===== src/hdl/pdf_pkg.sv =====
package pdf_pkg;

    // Fixed-point format
    localparam int FRAC_BITS = 12;
    localparam int POLY_FRAC = 28;

    localparam longint PI_Q30      = 64'sd3373259426;
    localparam longint HALF_PI_Q30 = 64'sd1686629713;
    localparam longint PI_F      = (PI_Q30 + (64'sd1 <<< (29 - FRAC_BITS))) >>> (30 - FRAC_BITS);
    localparam longint HALF_PI_F =
        (HALF_PI_Q30 + (64'sd1 <<< (29 - FRAC_BITS))) >>> (30 - FRAC_BITS);
    localparam longint TWO_PI_F  = 2 * PI_F;
    localparam longint ONE_F     = 64'sd1 <<< FRAC_BITS;
    localparam longint HALF_F    = 64'sd1 <<< (FRAC_BITS - 1);
    localparam longint LIM_XY    = ((64'sd15 <<< FRAC_BITS) + 50) / 100;
    localparam longint LIM_Z_LO  = ((64'sd465 <<< FRAC_BITS) + 500) / 1000;
    localparam longint LIM_Z_HI  = HALF_F;
    localparam longint LIM_TURN  = ((64'sd8 <<< FRAC_BITS) + 5) / 10;

    // Pipeline shape: input stage, three sine cells of three stages, then three more
    localparam int N_CELLS  = 3;
    localparam int CELL_LAT = 3;
    localparam int SIDE_LEN = N_CELLS * CELL_LAT;
    localparam int N_STAGES = SIDE_LEN + 4;

    // Taylor divisors (innermost first) and floor(2^32/k) reciprocals
    localparam logic [5:0]  DIV_TAB   [N_CELLS] = '{6'd42, 6'd20, 6'd6};
    localparam logic [29:0] RECIP_TAB [N_CELLS] = '{
        30'((64'd1 << 32) / 42), 30'((64'd1 << 32) / 20), 30'((64'd1 << 32) / 6)};

    // Reset values of the gain registers
    localparam logic signed [14:0] RST_TARGET_HEADING = 15'sd0;
    localparam logic [15:0] RST_KP_PLANAR   = 16'd2048;
    localparam logic [15:0] RST_KD_PLANAR   = 16'd3277;
    localparam logic [15:0] RST_KP_VERTICAL = 16'd4096;
    localparam logic [15:0] RST_KD_VERTICAL = 16'd2048;
    localparam logic [15:0] RST_KP_HEADING  = 16'd4096;
    localparam logic [15:0] RST_KD_HEADING  = 16'd2048;
    localparam logic [15:0] RST_HOVER_BIAS  = 16'd6001;

    typedef enum logic [2:0] {
        REG_TARGET_HEADING = 3'd0,
        REG_KP_PLANAR      = 3'd1,
        REG_KD_PLANAR      = 3'd2,
        REG_KP_VERTICAL    = 3'd3,
        REG_KD_VERTICAL    = 3'd4,
        REG_KP_HEADING     = 3'd5,
        REG_KD_HEADING     = 3'd6,
        REG_HOVER_BIAS     = 3'd7
    } t_reg_idx;

    // Folded angle: sign and magnitude in [0, pi/2]
    typedef struct packed {
        logic        neg;
        logic [12:0] x;
    } t_fold;

    // Data passed from one sine cell to the next
    typedef struct packed {
        logic [29:0] x2;
        logic [28:0] t;
    } t_poly;

    typedef struct packed {
        logic signed [41:0] pkx;
        logic signed [41:0] pdx;
        logic signed [41:0] pky;
        logic signed [41:0] pdy;
        logic signed [41:0] pkz;
        logic signed [41:0] pdz;
        logic signed [41:0] pkh;
        logic signed [41:0] pdh;
        t_fold [1:0]        fld;
        logic [1:0][29:0]   x2;
    } t_s1;

    typedef struct packed {
        logic signed [31:0] ux;
        logic signed [31:0] uy;
        logic signed [31:0] uz;
        logic signed [31:0] uyaw;
        t_fold [1:0]        fld;
    } t_side;

    typedef struct packed {
        logic signed [31:0] ux;
        logic signed [31:0] uy;
        logic signed [31:0] uz;
        logic signed [31:0] uyaw;
        logic signed [14:0] sn;
        logic signed [14:0] cs;
    } t_s11;

    typedef struct packed {
        logic signed [46:0] p_xc;
        logic signed [46:0] p_ys;
        logic signed [46:0] p_yc;
        logic signed [46:0] p_xs;
        logic signed [31:0] uz;
        logic signed [31:0] uyaw;
    } t_s12;

    // Shift right by FRAC_BITS, round half away from zero
    function automatic logic signed [47:0] rnd48(input logic signed [47:0] v);
        logic [47:0] mag;
        logic [47:0] q;
        mag = v[47] ? 48'(-v) : 48'(v);
        q   = (mag + 48'(HALF_F)) >> FRAC_BITS;
        return v[47] ? -signed'(q) : signed'(q);
    endfunction

    function automatic logic signed [47:0] clamp48(input logic signed [47:0] v,
                                                   input logic signed [47:0] lo,
                                                   input logic signed [47:0] hi);
        return (v < lo) ? lo : ((v > hi) ? hi : v);
    endfunction

    // Reduce angle modulo 2pi into [-pi, pi), then fold into [0, pi/2]
    function automatic t_fold fold_angle(input logic signed [17:0] a);
        logic signed [18:0] r;
        logic signed [18:0] m;
        t_fold f;
        r = 19'(a) + 19'(PI_F);
        if (r < 0) begin
            r = r + 19'(TWO_PI_F);
        end else if (r >= 19'(TWO_PI_F)) begin
            r = r - 19'(TWO_PI_F);
        end
        r = r - 19'(PI_F);
        f.neg = r[18];
        m = r[18] ? -r : r;
        if (m > 19'(HALF_PI_F)) begin
            m = 19'(PI_F) - m;
        end
        f.x = m[12:0];
        return f;
    endfunction

endpackage


===== src/hdl/pdf_sin_cell.sv =====
module pdf_sin_cell (
    input  logic            i_clk,
    input  logic            i_en,
    input  pdf_pkg::t_poly  i_poly,
    input  logic [5:0]      i_div,
    input  logic [29:0]     i_recip,
    output pdf_pkg::t_poly  o_poly
);
    import pdf_pkg::*;

    logic [58:0] w_prod_a;
    logic [59:0] w_prod_b;
    logic [29:0] w_qk;
    logic [29:0] w_rem;
    logic [27:0] w_q;

    logic [29:0] r_x2_a;
    logic [29:0] r_p_a;
    logic [29:0] r_x2_b;
    logic [29:0] r_p_b;
    logic [27:0] r_q_b;
    t_poly       r_poly;

    // One Horner step: t_out = 1 - ((x2 * t_in) >> 28) / k
    assign w_prod_a = 59'(i_poly.x2) * 59'(i_poly.t);
    assign w_prod_b = 60'(r_p_a) * 60'(i_recip);
    // quotient estimate is low by at most one
    assign w_qk  = 30'(r_q_b) * 30'(i_div);
    assign w_rem = r_p_b - w_qk;
    assign w_q   = (w_rem >= 30'(i_div)) ? r_q_b + 28'd1 : r_q_b;

    always_ff @(posedge i_clk) begin
        if (i_en) begin
            r_x2_a      <= i_poly.x2;
            r_p_a       <= 30'(w_prod_a >> POLY_FRAC);
            r_x2_b      <= r_x2_a;
            r_p_b       <= r_p_a;
            r_q_b       <= 28'(w_prod_b >> 32);
            r_poly.x2   <= r_x2_b;
            r_poly.t    <= 29'(64'd1 << POLY_FRAC) - 29'(w_q);
        end
    end

    assign o_poly = r_poly;

endmodule

===== config.mk =====
export PLATFORM = sky130hd
export DESIGN_NAME = pdf_sin_cell
export DESIGN_NICKNAME = d
export VERILOG_FILES = /design/src/hdl/pdf_pkg.sv /design/src/hdl/pdf_sin_cell.sv
export SDC_FILE = /design/constraint.sdc
export NUM_CORES = 2
export LEC_CHECK = 0
export ABC_CLOCK_PERIOD_IN_PS = 8300
export BUFFER_PORTS_ARGS = -buffer_cell sky130_fd_sc_hd__buf_4
export CAP_MARGIN = 40
export CORE_UTILIZATION = 25
export DETAILED_ROUTE_END_ITERATION = 10
export HOLD_SLACK_MARGIN = 0.03
export PLACE_DENSITY = 0.5
export SYNTH_ARGS = -nofsm -noshare
export SYNTH_HDL_FRONTEND = slang
export SYNTH_SLANG_ARGS = --single-unit

===== constraint.sdc =====
create_clock -name i_clk -period 8.3 [get_ports i_clk]
set_input_delay 0.415 -clock i_clk [delete_from_list [all_inputs] [get_ports i_clk]]
set_output_delay 0.415 -clock i_clk [all_outputs]
set_load 0.01 [all_outputs]

==> flow_metrics.py <==
metrics = {
    "cts": {
        "clkTransAtPathRegs_ns": 0.06,
        "cts.htree.levels": 1,
        "clk_root_buffer_cell": "clkbuf_16",
        "insertion_delay_ns": 0.69,
        "cts_sinks": 207,
        "cts_buffers": 31,
        "clockBufferDepth": 3,
        "cts_tree": "yes",
    },
    "setup_path": {
        "reg2regPathDepth": 29,
        "rr_endpoint": "r_q_b[27]",
        "timing.critical_path.fanout_max": 8,
        "critical_path_arrival_ns": 8.79,
        "path_delay_family": "adder cells",
        "crit_slowest_cell": "fa_1",
        "required_ns": 8.73,
        "worstSetupStartpointType": "flop",
        "path_buf_inv": 6,
        "crit_path_end_kind": "flop",
        "cp_common_cell": "fa_1",
        "critPathMaxStageDelay_ns": 0.55,
        "r2r_setup_slack_ns": -0.06,
        "path_class": "flop to flop",
        "rr_startpoint": "r_p_a[19]",
    },
    "grt": {
        "grt_pass1_vias": 55385,
        "grtUsageTotal_pct": 14.9,
        "overflow": 0,
        "grt_start_max_net_pins": 85,
        "antenna_found_initial": 18,
        "grt_pass1_wl_mm": 318,
    },
    "synth": {
        "synth_area_um2": 68000,
        "ys_seq_elements": 207,
        "ys_seq_area_share_pct": 9.14,
        "synth_area_leader_cell": "fa_1",
        "syn_area_per_cell_um2": 9.30,
        "netlist_instances": 7314,
        "yosys_warnings": 0,
        "yosysTopAreaCellShare_pct": 48.7,
        "synthFlopType": "edfxtp_1",
        "ys_top_cells_by_area": "fa_1, ha_1, inv_1, edfxtp_1, nand2_1",
        "ys_types": 88,
        "synthArstFlopShare_pct": 0,
        "synth-edff-count": 207,
        "synth_nets": 9596,
    },
    "finish": {
        "final_common_cell": "inv_1",
        "fin_util_pct": 28.8,
        "area_growth_pct": 14.8,
        "layoutNonFillerInstCount": 11223,
        "drive_gt1_share_pct": 11.2,
        "nNetsFinal": 9904,
        "mostFrequentLayoutCells": "inv_1, fa_1, nand2_1",
    },
    "drt": {
        "drt_iter0_markers": 2422,
        "avgRoutedWirePerCell_um": 17.8,
        "vias": 49040,
        "drc": 0,
        "avgViaCountPerCell": 4.37,
        "ant_nets": 0,
        "routed_wl_mm": 199,
        "first_pass_iters": 7,
    },
    "hold_path": {
        "hp-class": "input pin to flop",
        "min_path_cells": 1,
        "min_to": "r_x2_a[12]",
        "min-delay-start": "i_poly[41]",
    },
    "run_status": {
        "outcome": "finished with violations",
        "violations": "negative setup slack",
    },
    "timing": {
        "rsz0062_at_grt": "yes",
        "holdWs_ns": 0.0918,
        "fin_crit_ns": 8.36,
        "fin_worst_skew_ns": 0.0236,
        "relSlewSlack_pct": 42.6,
        "max_slew.worst_pin.slew_ns": 0.860,
        "finalWorstSetupSlack_ns": -0.0608,
        "period_share_pct": 101,
        "hold_viol_final": 0,
        "drv_slew": 0,
        "max_freq_mhz": 120,
        "final-setup-viol-count": 2,
    },
    "placed_design": {
        "gp_congestion": 0.856,
        "dp_hpwl_mm": 170,
        "dp.cells": 11133,
        "pre_cts_ws_ns": -0.552,
        "port_buffers": 155,
    },
    "die": {
        "core_region_area_um2": 271000,
        "row_count": 191,
        "start_util_pct": 25.1,
        "die_h_um": 523,
        "die-area_um2": 274000,
        "fp.dieW_um": 523,
        "io_pins": 156,
    },
    "run": {
        "max_cap_violations": 0,
    },
}
cells in the mapped netlist, types with 9 or more instances:
cell type / n
a211oi_1: 14
a21o_1: 48
a21oi_1: 89
a31oi_1: 10
and2_1: 481
and3_1: 28
buf_1: 10
clkbuf_1: 402
edfxtp_1: 207
fa_1: 1653
ha_1: 532
inv_1: 1710
mux2i_1: 11
nand2_1: 1525
nand2b_1: 19
nand3_1: 34
nand4_1: 29
nor2_1: 90
nor2b_1: 19
nor3_1: 24
o211ai_1: 13
o21a_1: 14
o21ai_0: 60
o21bai_1: 9
or3_1: 12
xnor2_1: 89
xor2_1: 36
final cells by class:
type / instances / area [µm²]
clock inverters: 23 / 256
multi-input cells: 4972 / 54100
inverters: 1710 / 6420
well taps: 3570 / 4470
clock buffers: 35 / 791
diodes: 6 / 15.0
repair buffers: 700 / 5830
fillers: 28634 / 192000
flip-flops and latches: 207 / 6220
state kept, by name (all words and copies together), names as in the netlist:
register	count
r_q_b	28
r_x2_a	30
r_x2_b	30
r_p_b	30
r_p_a	30
o_poly	59
stage by stage:
step	area [µm²]	setup TNS, ns
after detailed placement	76300	-5.90
final	78000	-0.0755
after floorplan	68000	0
after global placement	76300	-5.03
after CTS	77700	-0.175
after global routing	78000	-0.855
worst max path at each step:
stage                from        end  slack [ns]  cells past startpoint
2_1_floorplan  i_recip[6]  r_q_b[27]        0.09                     28
3_3_place_gp    r_p_a[19]  r_q_b[27]       -0.55                     29
3_5_place_dp   i_recip[3]  r_q_b[27]       -0.55                     30
4_1_cts         r_p_a[14]  r_q_b[27]        -0.1                     32
5_1_grt         r_p_a[11]  r_q_b[27]       -0.30                     31
6_report        r_p_a[19]  r_q_b[27]       -0.06                     29
cells by family after synthesis:
logic type               share of synthesized area, %
XOR/XNOR                                         1.72
buffers and inverters                            11.8
flip-flops                                       9.14
multiplexers                                    0.217
AND/OR/NAND/NOR                                  15.5
AO/OA/AOI/OAI                                    3.13
adder cells (fa/ha/maj)                          58.5
layer usage:
metal  part of all wire [%]  GRT usage (%)  wire length [µm]  up-vias
li1                       -              -                 -    21969
met1                     44           19.7             87700    25777
met2                     49           26.1             98300     1084
met3                    4.7           1.62              9340      204
met4                    2.0           2.83              3930        6
met5                  0.013              0                25        -
repair_timing:
action                                 4_1_cts  5_1_grt
resized for setup                           48       61
gates cloned                                 1        2
endpoints found under the hold margin        2        0
setup endpoints to repair                   14       22
pin swaps                                   39       68
setup buffers                                8       13
hold buffers                                 2        0
Power is not shown: default switching activity piles up to over one toggle a cycle in this logic, so the estimate is an artifact.
